File: config.mk
export PLATFORM = sky130hd
export DESIGN_NAME = per_channel_min_max_mean_flat
export DESIGN_NICKNAME = d
export VERILOG_FILES = /design/src/hdl/pcmm_pkg.sv /design/src/hdl/pcmm_if.sv /design/src/hdl/pcmm_ram.sv /design/src/hdl/per_channel_min_max_mean.sv /design/src/flat_wrapper.sv
export SDC_FILE = /design/constraint.sdc
export NUM_CORES = 2
export LEC_CHECK = 0
export CAP_MARGIN = 10
export CORE_MARGIN = 2
export CORE_UTILIZATION = 35
export DETAILED_ROUTE_END_ITERATION = 8
export DONT_BUFFER_PORTS = 1
export SYNTH_ARGS = -nofsm -noshare
export SYNTH_HDL_FRONTEND = slang
export SYNTH_SLANG_ARGS = --single-unit
File: constraint.sdc
create_clock -name clk_i -period 8 [get_ports clk_i]
set_input_delay 2.4 -clock clk_i [delete_from_list [all_inputs] [get_ports clk_i]]
set_output_delay 2.4 -clock clk_i [all_outputs]
set_load 0.02 [all_outputs]
File: src/hdl/pcmm_pkg.sv
// Package for the per-channel min/max/mean block.
// Widths, table layout and register map; no dependencies.
`default_nettype none
package pcmm_pkg;

  localparam int ChannelCount    = 16;
  localparam int ChanWidth       = 4;
  localparam int SampleWidth     = 16;
  localparam int SumWidth        = 32;
  localparam int CfgWidth        = 16;
  localparam int MaxBlockSamples = 65535;
  localparam int EntryWidth      = 2 * SampleWidth + SumWidth;
  localparam int DivSteps        = SumWidth;
  localparam int DivCntWidth     = $clog2(DivSteps);

  localparam int ApbAddrWidth    = 3;
  localparam int ApbDataWidth    = 32;
  localparam logic RegSamplesPerBlock = 1'b0;

  localparam logic [SampleWidth-1:0] SampleMax = {SampleWidth{1'b1}};

  typedef struct packed {
    logic [SampleWidth-1:0] minimum;
    logic [SampleWidth-1:0] maximum;
    logic [SumWidth-1:0]    sum;
  } entry_t;

endpackage
`default_nettype wire

File: src/hdl/pcmm_if.sv
// Request channels of the per-channel min/max/mean block.
// Depends on pcmm_pkg.
`default_nettype none
interface pcmm_in_if;
  logic                               valid;
  logic                               ready;
  logic [pcmm_pkg::ChanWidth-1:0]     channel;
  logic [pcmm_pkg::SampleWidth-1:0]   sample;
  logic                               first_pass;
  logic                               last_pass;

  modport source (output valid, channel, sample, first_pass, last_pass, input ready);
  modport sink   (input valid, channel, sample, first_pass, last_pass, output ready);
endinterface

interface pcmm_out_if;
  logic                               valid;
  logic                               ready;
  logic [pcmm_pkg::ChanWidth-1:0]     channel_out;
  logic [pcmm_pkg::SampleWidth-1:0]   minimum;
  logic [pcmm_pkg::SampleWidth-1:0]   maximum;
  logic [pcmm_pkg::SumWidth-1:0]      running_sum;
  logic                               report_valid;
  logic [pcmm_pkg::SampleWidth-1:0]   average;
  logic [pcmm_pkg::SampleWidth-1:0]   below_average;
  logic [pcmm_pkg::SampleWidth-1:0]   above_average;

  modport source (output valid, channel_out, minimum, maximum, running_sum, report_valid,
                  average, below_average, above_average, input ready);
  modport sink   (input valid, channel_out, minimum, maximum, running_sum, report_valid,
                  average, below_average, above_average, output ready);
endinterface
`default_nettype wire

File: src/hdl/pcmm_ram.sv
// Generic single-port RAM with registered read.
// No dependencies.
`default_nettype none
module pcmm_ram #(
  parameter int Width = 8,
  parameter int Depth = 16
) (
  input  wire logic                     clk_i,
  input  wire logic                     req_i,
  input  wire logic                     we_i,
  input  wire logic [$clog2(Depth)-1:0] addr_i,
  input  wire logic [Width-1:0]         wdata_i,
  output      logic [Width-1:0]         rdata_o
);

  logic [Width-1:0] mem_q [Depth];

  always_ff @(posedge clk_i) begin
    if (req_i) begin
      if (we_i) begin
        mem_q[addr_i] <= wdata_i;
      end else begin
        rdata_o <= mem_q[addr_i];
      end
    end
  end

endmodule
`default_nettype wire

File: src/hdl/per_channel_min_max_mean.sv
// Per-channel running minimum, maximum, sum and block average.
// Depends on pcmm_pkg, pcmm_if.sv (pcmm_in_if, pcmm_out_if) and pcmm_ram.
//
// Usage:
//   in_i carries one converter sample per request, tagged with its channel.
//   first_pass clears the channel entry before the sample is folded in;
//   last_pass adds the average (sum / samples_per_block, truncated and
//   saturated to 16 bits) and the distances from it to min and max.
//   out_o returns exactly one request per input request, in order.
//   Register samples_per_block sits at APB byte address 0 (reset 1, 0 acts
//   as 1); write it only while the block is idle.
// Timing:
//   One request at a time. The channel entry is read from the table RAM
//   at acceptance, updated and written back in the next cycle (StUpdate).
//   A request without last_pass then goes to StPush; with last_pass the
//   radix-2 divider (StDiv) runs first. in_i is ready again as soon as the
//   result enters the output register from StPush.
// Reset: control clears at once, table contents stay undefined until a
//   first_pass sample writes a channel. A stalled out_o holds its result;
//   one more request is taken and processed, then waits for the register.
`default_nettype none
module per_channel_min_max_mean (
  input  wire logic                                clk_i,
  input  wire logic                                rst_ni,
  pcmm_in_if.sink                                  in_i,
  pcmm_out_if.source                               out_o,
  input  wire logic                                psel,
  input  wire logic                                penable,
  input  wire logic                                pwrite,
  input  wire logic [pcmm_pkg::ApbAddrWidth-1:0]   paddr,
  input  wire logic [pcmm_pkg::ApbDataWidth-1:0]   pwdata,
  output      logic [pcmm_pkg::ApbDataWidth-1:0]   prdata,
  output      logic                                pready
);

  typedef enum logic [1:0] {StIdle, StUpdate, StDiv, StPush} state_e;

  localparam int SW = pcmm_pkg::SampleWidth;
  localparam int UW = pcmm_pkg::SumWidth;

  state_e                              state_q, state_d;
  logic [pcmm_pkg::ChanWidth-1:0]      ch_q, ch_d;
  logic [SW-1:0]                       smp_q, smp_d;
  logic                                first_q, first_d;
  logic                                last_q, last_d;
  logic [SW-1:0]                       min_q, min_d;
  logic [SW-1:0]                       max_q, max_d;
  logic [UW-1:0]                       sum_q, sum_d;
  logic [UW-1:0]                       quo_q, quo_d;
  logic [SW-1:0]                       rem_q, rem_d;
  logic [pcmm_pkg::DivCntWidth-1:0]    cnt_q, cnt_d;
  logic [pcmm_pkg::CfgWidth-1:0]       spb_q, spb_d;

  logic                                ov_q, ov_d;
  logic [pcmm_pkg::ChanWidth-1:0]      o_ch_q, o_ch_d;
  logic [SW-1:0]                       o_min_q, o_min_d;
  logic [SW-1:0]                       o_max_q, o_max_d;
  logic [UW-1:0]                       o_sum_q, o_sum_d;
  logic                                o_rep_q, o_rep_d;
  logic [SW-1:0]                       o_avg_q, o_avg_d;
  logic [SW-1:0]                       o_blw_q, o_blw_d;
  logic [SW-1:0]                       o_abv_q, o_abv_d;

  logic                                in_acc;
  logic                                ram_req, ram_we;
  logic [pcmm_pkg::ChanWidth-1:0]      ram_addr;
  pcmm_pkg::entry_t                    ram_wdata, ram_rdata, old_e;
  logic [SW-1:0]                       divisor;
  logic [SW:0]                         rem_sh;
  logic [SW+1:0]                       rem_diff;
  logic                                div_ge;
  logic [SW-1:0]                       avg;
  logic                                cfg_wr;

  // table RAM: read at acceptance, write back in StUpdate; the next read
  // only happens after StPush, so no forwarding is needed
  pcmm_ram #(
    .Width (pcmm_pkg::EntryWidth),
    .Depth (pcmm_pkg::ChannelCount)
  ) u_table (
    .clk_i   (clk_i),
    .req_i   (ram_req),
    .we_i    (ram_we),
    .addr_i  (ram_addr),
    .wdata_i (ram_wdata),
    .rdata_o (ram_rdata)
  );

  assign in_acc    = in_i.valid && in_i.ready;
  assign in_i.ready = (state_q == StIdle);
  assign ram_we    = (state_q == StUpdate);
  assign ram_req   = in_acc || ram_we;
  assign ram_addr  = ram_we ? ch_q : in_i.channel;
  assign ram_wdata = '{minimum: min_d, maximum: max_d, sum: sum_d};

  always_comb begin
    if (first_q) begin
      old_e = '{minimum: pcmm_pkg::SampleMax, maximum: '0, sum: '0};
    end else begin
      old_e = ram_rdata;
    end
  end

  always_comb begin
    if (spb_q == '0) begin
      divisor = SW'(1);
    end else if (32'(spb_q) > pcmm_pkg::MaxBlockSamples) begin
      divisor = SW'(pcmm_pkg::MaxBlockSamples);
    end else begin
      divisor = spb_q;
    end
  end

  assign rem_sh   = {rem_q, quo_q[UW-1]};
  assign rem_diff = {1'b0, rem_sh} - {2'b00, divisor};
  assign div_ge   = !rem_diff[SW+1];
  assign avg      = (quo_q[UW-1:SW] != '0) ? pcmm_pkg::SampleMax : quo_q[SW-1:0];

  assign cfg_wr = psel && penable && pwrite && pready;
  assign pready = 1'b1;

  always_comb begin
    if (paddr[2] == pcmm_pkg::RegSamplesPerBlock) begin
      prdata = {{(pcmm_pkg::ApbDataWidth - pcmm_pkg::CfgWidth){1'b0}}, spb_q};
    end else begin
      prdata = '0;
    end
  end

  always_comb begin
    state_d = state_q;
    ch_d    = ch_q;
    smp_d   = smp_q;
    first_d = first_q;
    last_d  = last_q;
    min_d   = min_q;
    max_d   = max_q;
    sum_d   = sum_q;
    quo_d   = quo_q;
    rem_d   = rem_q;
    cnt_d   = cnt_q;
    spb_d   = spb_q;
    ov_d    = ov_q;
    o_ch_d  = o_ch_q;
    o_min_d = o_min_q;
    o_max_d = o_max_q;
    o_sum_d = o_sum_q;
    o_rep_d = o_rep_q;
    o_avg_d = o_avg_q;
    o_blw_d = o_blw_q;
    o_abv_d = o_abv_q;

    if (cfg_wr && paddr[2] == pcmm_pkg::RegSamplesPerBlock) begin
      spb_d = pwdata[pcmm_pkg::CfgWidth-1:0];
    end

    if (ov_q && out_o.ready) begin
      ov_d = 1'b0;
    end

    unique case (state_q)
      StIdle: begin
        if (in_acc) begin
          ch_d    = in_i.channel;
          smp_d   = in_i.sample;
          first_d = in_i.first_pass;
          last_d  = in_i.last_pass;
          state_d = StUpdate;
        end
      end
      StUpdate: begin
        min_d = (smp_q < old_e.minimum) ? smp_q : old_e.minimum;
        max_d = (smp_q > old_e.maximum) ? smp_q : old_e.maximum;
        sum_d = old_e.sum + UW'(smp_q);
        quo_d = sum_d;
        rem_d = '0;
        cnt_d = '0;
        state_d = last_q ? StDiv : StPush;
      end
      StDiv: begin
        quo_d = {quo_q[UW-2:0], div_ge};
        rem_d = div_ge ? rem_diff[SW-1:0] : rem_sh[SW-1:0];
        cnt_d = cnt_q + 1'b1;
        if (cnt_q == pcmm_pkg::DivCntWidth'(pcmm_pkg::DivSteps - 1)) begin
          state_d = StPush;
        end
      end
      StPush: begin
        if (!ov_q || out_o.ready) begin
          ov_d    = 1'b1;
          o_ch_d  = ch_q;
          o_min_d = min_q;
          o_max_d = max_q;
          o_sum_d = sum_q;
          o_rep_d = last_q;
          o_avg_d = last_q ? avg : '0;
          o_blw_d = (last_q && avg > min_q) ? avg - min_q : '0;
          o_abv_d = (last_q && max_q > avg) ? max_q - avg : '0;
          state_d = StIdle;
        end
      end
      default: state_d = StIdle;
    endcase
  end

  always_ff @(posedge clk_i or negedge rst_ni) begin
    if (!rst_ni) begin
      state_q <= StIdle;
      spb_q   <= pcmm_pkg::CfgWidth'(1);
      ov_q    <= 1'b0;
      ch_q    <= '0;
      smp_q   <= '0;
      first_q <= 1'b0;
      last_q  <= 1'b0;
      min_q   <= '0;
      max_q   <= '0;
      sum_q   <= '0;
      quo_q   <= '0;
      rem_q   <= '0;
      cnt_q   <= '0;
      o_ch_q  <= '0;
      o_min_q <= '0;
      o_max_q <= '0;
      o_sum_q <= '0;
      o_rep_q <= 1'b0;
      o_avg_q <= '0;
      o_blw_q <= '0;
      o_abv_q <= '0;
    end else begin
      state_q <= state_d;
      spb_q   <= spb_d;
      ov_q    <= ov_d;
      ch_q    <= ch_d;
      smp_q   <= smp_d;
      first_q <= first_d;
      last_q  <= last_d;
      min_q   <= min_d;
      max_q   <= max_d;
      sum_q   <= sum_d;
      quo_q   <= quo_d;
      rem_q   <= rem_d;
      cnt_q   <= cnt_d;
      o_ch_q  <= o_ch_d;
      o_min_q <= o_min_d;
      o_max_q <= o_max_d;
      o_sum_q <= o_sum_d;
      o_rep_q <= o_rep_d;
      o_avg_q <= o_avg_d;
      o_blw_q <= o_blw_d;
      o_abv_q <= o_abv_d;
    end
  end

  assign out_o.valid         = ov_q;
  assign out_o.channel_out   = o_ch_q;
  assign out_o.minimum       = o_min_q;
  assign out_o.maximum       = o_max_q;
  assign out_o.running_sum   = o_sum_q;
  assign out_o.report_valid  = o_rep_q;
  assign out_o.average       = o_avg_q;
  assign out_o.below_average = o_blw_q;
  assign out_o.above_average = o_abv_q;

endmodule
`default_nettype wire

File: src/flat_wrapper.sv
// flat-port wrapper written by rule: the top's interface ports become plain ports
module per_channel_min_max_mean_flat 
  (clk_i, rst_ni, psel, penable, pwrite, paddr, pwdata, prdata, pready, in_i_valid, in_i_channel, in_i_sample, in_i_first_pass, in_i_last_pass, in_i_ready, out_o_valid, out_o_channel_out, out_o_minimum, out_o_maximum, out_o_running_sum, out_o_report_valid, out_o_average, out_o_below_average, out_o_above_average, out_o_ready);
  pcmm_in_if in_i_i ();
  pcmm_out_if out_o_i ();
  input  wire logic clk_i;
  input  wire logic rst_ni;
  input  wire logic psel;
  input  wire logic penable;
  input  wire logic pwrite;
  input  wire logic [pcmm_pkg::ApbAddrWidth-1:0] paddr;
  input  wire logic [pcmm_pkg::ApbDataWidth-1:0] pwdata;
  output      logic [pcmm_pkg::ApbDataWidth-1:0] prdata;
  output      logic pready;
  input wire logic [$bits(in_i_i.valid)-1:0] in_i_valid;
  input wire logic [$bits(in_i_i.channel)-1:0] in_i_channel;
  input wire logic [$bits(in_i_i.sample)-1:0] in_i_sample;
  input wire logic [$bits(in_i_i.first_pass)-1:0] in_i_first_pass;
  input wire logic [$bits(in_i_i.last_pass)-1:0] in_i_last_pass;
  output wire logic [$bits(in_i_i.ready)-1:0] in_i_ready;
  output wire logic [$bits(out_o_i.valid)-1:0] out_o_valid;
  output wire logic [$bits(out_o_i.channel_out)-1:0] out_o_channel_out;
  output wire logic [$bits(out_o_i.minimum)-1:0] out_o_minimum;
  output wire logic [$bits(out_o_i.maximum)-1:0] out_o_maximum;
  output wire logic [$bits(out_o_i.running_sum)-1:0] out_o_running_sum;
  output wire logic [$bits(out_o_i.report_valid)-1:0] out_o_report_valid;
  output wire logic [$bits(out_o_i.average)-1:0] out_o_average;
  output wire logic [$bits(out_o_i.below_average)-1:0] out_o_below_average;
  output wire logic [$bits(out_o_i.above_average)-1:0] out_o_above_average;
  input wire logic [$bits(out_o_i.ready)-1:0] out_o_ready;
  assign in_i_i.valid = in_i_valid;
  assign in_i_i.channel = in_i_channel;
  assign in_i_i.sample = in_i_sample;
  assign in_i_i.first_pass = in_i_first_pass;
  assign in_i_i.last_pass = in_i_last_pass;
  assign in_i_ready = in_i_i.ready;
  assign out_o_valid = out_o_i.valid;
  assign out_o_channel_out = out_o_i.channel_out;
  assign out_o_minimum = out_o_i.minimum;
  assign out_o_maximum = out_o_i.maximum;
  assign out_o_running_sum = out_o_i.running_sum;
  assign out_o_report_valid = out_o_i.report_valid;
  assign out_o_average = out_o_i.average;
  assign out_o_below_average = out_o_i.below_average;
  assign out_o_above_average = out_o_i.above_average;
  assign out_o_i.ready = out_o_ready;
  per_channel_min_max_mean u_core (.clk_i(clk_i), .rst_ni(rst_ni), .in_i(in_i_i), .out_o(out_o_i), .psel(psel), .penable(penable), .pwrite(pwrite), .paddr(paddr), .pwdata(pwdata), .prdata(prdata), .pready(pready));
endmodule
## Yosys cells after proc, flatten, opt, wreduce, memory -nomap -nowiden

Memory sizes are Yosys's and may differ from the RTL's. A register that Yosys moved wholly into a read port is not among the register bits.
Cells that the tools add are included.

| storage, ports and cells | value |
|---|---|
| input bits | 64 |
| word-level logic and storage cells | 87 |
| flip-flop bits (word level) | 275 |
| memories | 1 |
| bits in writable memories | 1,024 |

| cells by class | value |
|---|---|
| $add $sub $neg | 5 |
| bitwise gates (word level) | 2 |
| magnitude comparators | 4 |
| eq/ne operators | 7 |
| reduce and logical (&&, ||, !) cells | 19 |
| muxes and demuxes | 28 |

Memory list:

| name | words | width | rd ports | clocked after memory_dff | write ports | RTL line | RTL |
|---|---|---|---|---|---|---|---|
| u_core.u_table.mem_q | 16 | 64 | 1 | 1 | 1 | pcmm_ram.sv:16 | `logic [Width-1:0] mem_q [Depth];` |

Operators with widths:

| operator | count |
|---|---|
| 16-bit 2-to-1 mux | 11 |
| 64-bit 2-to-1 mux | 1 |
| 32-bit one-hot mux with 2 select lines | 1 |
| 16-bit > comparator | 3 |
| 32-bit by 16-bit adder with 32-bit output | 1 |
| 32-bit 2-to-1 mux | 1 |
| 16-bit one-hot mux with 2 select lines | 1 |
| 16-bit subtractor | 2 |
| 17-bit by 16-bit subtractor with 18-bit output | 1 |
| 16-bit logical NOT | 1 |
| 16-bit < comparator | 1 |
| 16-bit nonzero test | 1 |
| 5-bit one-hot mux with 2 select lines | 1 |
| 2-bit one-hot mux with 4 select lines | 1 |
| 1-bit logical AND | 7 |
| 1-bit 2-to-1 mux | 7 |
| 2-bit 2-to-1 mux | 3 |
| 2-bit AND reduction | 3 |
| 5-bit by 1-bit adder with 5-bit output (second input constant) | 1 |
| 5-bit == test (second input constant) | 1 |
| 2-bit == test (second input constant) | 2 |
| 4-bit 2-to-1 mux | 1 |
| 2-bit by 1-bit != test with 1-bit output (second input constant) | 2 |
| 3-bit AND reduction | 1 |
| other kinds (7) | 10 |

## Logic depth before layout (Yosys ltp)

| depth | value |
|---|---|
| depth in word-level cells | 5 |
| mapped depth | 18 |
| mapped depth without buffers | 16 |

## By module

A second synthesis with hierarchy kept.

| second synthesis, totals | value |
|---|---|
| cells, all modules | 3,239 |
| area total of the unflattened synthesis | 56,168.9 um^2 |

Modules (own cells, without submodules):

| module | cells each | instances | area an instance (um^2) |
|---|---|---|---|
| pcmm_ram | 1,652 | 1 | 40,277.4 |
| per_channel_min_max_mean | 1,587 | 1 | 15,891.5 |

## Worst setup path after synthesis

Ideal clock, no wire load.

| timing path | value |
|---|---|
| kind | reg-to-reg |
| start point | register u_core.state_q[1] |
| end point | memory u_core.u_table.mem_q[1][0] in the netlist's numbering, enable pin |
| cell stages (with the launch flop) | 6 |
| buffers on the path | 1 |
| arrival | 7.098 ns |
| setup time | 0.644 ns |
| setup slack | 0.258 ns |
| clock period less this slack | 7.742 ns |
| path through | dfrtp_1 > inv_1 > ha_1 > clkbuf_1 > nand2_1 > nor4_1 |

| between the ends | value |
|---|---|
| word-level cells in the longest chain between the ends | 5 |
| elaborated cells between the ends (all ways) | 8 |

Ends and longest elaborated chain:

| item | RTL line | RTL |
|---|---|---|
| start, declared | per_channel_min_max_mean.sv:41 | `state_e state_q, state_d;` |
| start signal, assigned | per_channel_min_max_mean.sv:208 | `state_q <= StIdle;` |
| start signal, assigned | per_channel_min_max_mean.sv:230 | `state_q <= state_d;` |
| 2-bit logical NOT | per_channel_min_max_mean.sv:90 | `assign in_i.ready = (state_q == StIdle);` |
| 1-bit logical AND | per_channel_min_max_mean.sv:89 | `assign in_acc = in_i.valid && in_i.ready;` |
| 1-bit logical OR | per_channel_min_max_mean.sv:92 | `assign ram_req = in_acc \|\| ram_we;` |
| 1-bit 2-to-1 mux | pcmm_ram.sv:19 | `if (req_i) begin` |
| 1-bit 2-to-1 mux (not written as such) | pcmm_ram.sv:21 | `mem_q[addr_i] <= wdata_i;` |
| end, declared | pcmm_ram.sv:16 |  |

Parallel ways exist; a longest one is shown, timed or not.

## Worst setup path after layout

| timing path | value |
|---|---|
| start point | register u_core.first_q |
| end point | memory u_core.u_table.mem_q[7][30] in the netlist's numbering, data pin |

| between the ends | value |
|---|---|
| word-level cells in the longest chain between the ends | 3 |

Ends and longest elaborated chain:

| item | RTL line | RTL |
|---|---|---|
| start, declared | per_channel_min_max_mean.sv:44 | `logic first_q, first_d;` |
| start signal, assigned | per_channel_min_max_mean.sv:235 | `first_q <= first_d;` |
| 64-bit 2-to-1 mux | per_channel_min_max_mean.sv:97 | `if (first_q) begin` |
| 32-bit by 16-bit adder with 32-bit output | per_channel_min_max_mean.sv:174 | `sum_d = old_e.sum + UW'(smp_q);` |
| 32-bit 2-to-1 mux | per_channel_min_max_mean.sv:161 | `unique case (state_q)` |
| named net u_core.sum_d[30] | per_channel_min_max_mean.sv:48 | `logic [UW-1:0] sum_q, sum_d;` |

The timed path passes the listed nets, and every way through them passes these cells.

==> results.txt <==
Outcome -> finished clean
Post-synthesis cell count -> 3464
Synth area leader -> edfxtp_1
Yosys top cell area share -> 57.7%
Via Count -> 31.0k
Total track usage -> 17.6%
WP depth -> 14
Clock Path Buffers -> 3
Core Area -> 161000 µm²
Setup bufs post-CTS -> 0
TNS Setup -> 0 ns
Crit-path max cell delay -> 0.96 ns
Vias in the first global route -> 30.6k
Unique masters post-synth -> 79
Max-cap violations -> 0
R2r worst-path depth -> 14
Type of the worst min-delay path -> reg2reg
Fin. Hold Viols -> 0
Yosys reg bits -> 1363
LEAKAGE -> 22.5 nW
Global route overflow -> 0
Setup Skew -> 0.0320 ns
Critical path arrival -> 5.58 ns
Clock buffer count from CTS -> 140
Setup repair after global routing missed its margin -> false
Layout Nets -> 3669
Max Transition Viols Final -> 0
Max Clock Freq -> 0.193 GHz
Pre-CTS WS -> 2.75 ns
Startpoint types -> flip-flop
Worst hold margin -> 0.441 ns
Slowest cell on crit path -> a21oi_1
Initial antenna violation count -> 9
Async set-or-reset flop fraction in the synthesized netlist -> 20.2%
Tmin final -> 5.18 ns
IO Count -> 216
Die ar. -> 165000 µm²
Clock Tree Root -> clkbuf_16
EDFF count, synth -> 1088
CTS Hold Bufs -> 0
Final setup violating endpoints -> 0
Slew headroom -> 18.1%
Sequential area share after synthesis -> 69.8%
Initial Util -> 35.3%
Vias/cell -> 5.36
Worst-margin pin slew -> 1.22 ns
I/O Buffers -> 0
Area contributors post-synth -> edfxtp_1, dfrtp_1, mux4_2, nand2_1, ha_1
Die Ht -> 406 µm
Avg Inst Size Synth -> 16.4 µm²
Antenna-violating nets left -> 0
First-pass GRT wire length -> 213 mm
Synthesis-to-finish area growth -> 13.2%
Std cell rows -> 147
Total wire length -> 147 mm
Reg clk slew, reported paths -> 0.06 ns
Main synth FF type -> edfxtp_1
Critical path class -> reg2reg
Largest net degree at the start of global routing -> 276
Share of layout cells above drive strength 1 -> 18.9%
Setup crit end kind -> flip-flop
CP required -> 8.40 ns
YS warnings -> 0
H-tree levels -> 4
Hold depth -> 2
Worst skew pair latency -> 0.78 ns
Drt pass-1 iters -> 5
Post-route DRC -> 0
CTS sink cnt -> 1363
Bufs and invs on worst path -> 2
Peak VDD IR -> 0.285 mV
Placer congestion estimate -> 0.849
Die Wd -> 406 µm
WL/cell -> 25.4 µm
CTS resizes -> 0
Final period utilization -> 64.7%
Layout Utilization -> 39.9%
Setup ws final -> 2.82 ns
DPL Wire Length -> 85.3 mm
Crit-path cells -> buf_4 > nor2b_1 > ha_1 > inv_1 > fa_1 > nor2b_1 > o21ai_0 > a21boi_0 > o211ai_1 > a21oi_1 > o211ai_1 > a211oi_1 > xnor2_1 > a21oi_1
Drt first-iter violations -> 2991
Pwr per Cell Area -> 417 nW/µm²
Crit path max fanout -> 36
CTS tree -> yes
Synth Cell Area -> 56600 µm²
Crit path max-delay family -> compound AO/OA/AOI/OAI gates
[synth_stat cells, types with 30 or more instances]
cell type and n:
edfxtp_1 1088, nand2_1 397, dfrtp_1 274, mux4_2 256, clkbuf_1 136, nor2_1 131
ha_1 94, inv_1 94, mux2_2 87, o21ai_0 83, a31oi_1 80, a21oi_1 75
a211oi_1 69, and2_1 69, xnor2_1 61, mux2i_1 47, nand2b_1 35, a22o_1 31
nor2b_1 30
[layout make-up]
type                    instances  area (µm²)
clock inverters                62         666
fillers                     14500       96400
diodes                          3        7.51
flip-flops and latches       1363       39600
clock buffers                 196        3920
multi-input cells            1821       16100
well taps                    2160        2700
inverters                      95         357
repair buffers                 86         771
[through the flow]
| stage | cell area [µm²] | cells | power (W) |
|---|---|---|---|
| after floorplan | 56700 | 3479 | 0.0172 |
| after global placement | 59500 | 5515 | 0.0202 |
| after detailed placement | 59500 | 5515 | 0.0204 |
| after CTS | 64000 | 5773 | 0.0269 |
| after global routing | 64100 | 5784 | 0.0281 |
| final | 64100 | 5786 | 0.0267 |
[cell usage in the layout (no fill, tap or decap), types with 8 or more instances in the layout]
master	count
xor2_1	17
mux4_2	256
inv_1	94
o21a_1	10
nand2_1	396
clkinv_1	16
mux2_2	86
mux2i_1	43
buf_4	76
buf_12	10
a22o_1	31
and2_1	68
and3_1	14
clkinv_2	16
o2bb2ai_1	24
nor2b_1	30
o211ai_1	8
nor2_1	121
clkbuf_8	14
nand2b_1	35
a211oi_1	69
a31oi_1	79
dfrtp_1	273
a21oi_1	75
edfxtp_1	1088
nor2_4	11
ha_1	92
clkbuf_1	39
conb_1	17
clkbuf_16	143
nand3_1	19
o21ai_0	83
nand4_1	10
nor3_1	10
xnor2_1	61
a21o_1	27
bufinv_16	9
[worst register-to-register path: cells and delay by family (launching register included)]
kind            cells  cell delay [ns]
flops               1             0.40
xor+xnor            1             0.21
buf+inv             2             0.33
compound gates      7             2.92
simple gates        2             0.35
fa+ha+maj           2             0.61
[layer usage]
layer	vias up	track usage, %	share of wire (%)
met5	-	0	0.038
met4	8	4.50	2.0
met3	174	4.00	8.1
met2	1099	28.5	48
met1	16300	24.1	42
li1	13400	-	-
[power by group]
part / total, W / internal, W / switching, W
clock network: 0.00649 / 0.00374 / 0.00275
registers: 0.0114 / 0.0103 / 0.00113
logic: 0.00881 / 0.00317 / 0.00564
total: 0.0267 / 0.0172 / 0.00952
[final timing paths]
kind / endpoint / slack (ns) / startpoint
worst min-delay path: u_core.out_o.running_sum[20]$_DFFE_PN0P_ / 0.44 / u_core.sum_q[20]$_DFF_PN0_
max in group asynchronous: u_core.out_o.running_sum[22]$_DFFE_PN0P_ / 6.21 / rst_ni
worst max register to register: u_core.u_table.mem_q[7][30]$_DFFE_PP_ / 2.82 / u_core.first_q$_DFFE_PN0P_
worst max-delay path: u_core.u_table.mem_q[7][30]$_DFFE_PP_ / 2.82 / u_core.first_q$_DFFE_PN0P_
min in group asynchronous: u_core.out_o.below_average[10]$_DFFE_PN0P_ / 1.32 / rst_ni
worst min register to register: u_core.out_o.running_sum[20]$_DFFE_PN0P_ / 0.44 / u_core.sum_q[20]$_DFF_PN0_
[flip-flops by register name, summed over array words and instances (netlist names)]
name,flops
u_core.max_q,16
u_core.smp_q,16
u_core.last_q,1
u_core.u_table.mem_q,1024
u_core.out_o.minimum,16
u_core.min_q,16
u_core.ch_q,4
u_core.out_o.channel_out,4
u_core.out_o.above_average,16
u_core.u_table.rdata_o,64
u_core.quo_q,32
u_core.out_o.maximum,16
u_core.out_o.average,16
u_core.first_q,1
u_core.out_o.running_sum,32
u_core.out_o.valid,1
u_core.sum_q,32
u_core.out_o.below_average,16
u_core.cnt_q,5
u_core.state_q,2
u_core.spb_q,16
u_core.rem_q,16
u_core.out_o.report_valid,1
[cell families after synthesis]
| logic type | count (synthesis) | share of synthesized area, % |
|---|---|---|
| buf+inv | 295 | 2.15 |
| other cells | 2 | 0.0133 |
| simple gates | 760 | 6.11 |
| compound gates | 475 | 5.68 |
| xor+xnor | 78 | 1.21 |
| fa+ha+maj | 101 | 2.27 |
| mux | 390 | 12.7 |
| flops | 1363 | 69.8 |
(Power assumes the default switching activity.)
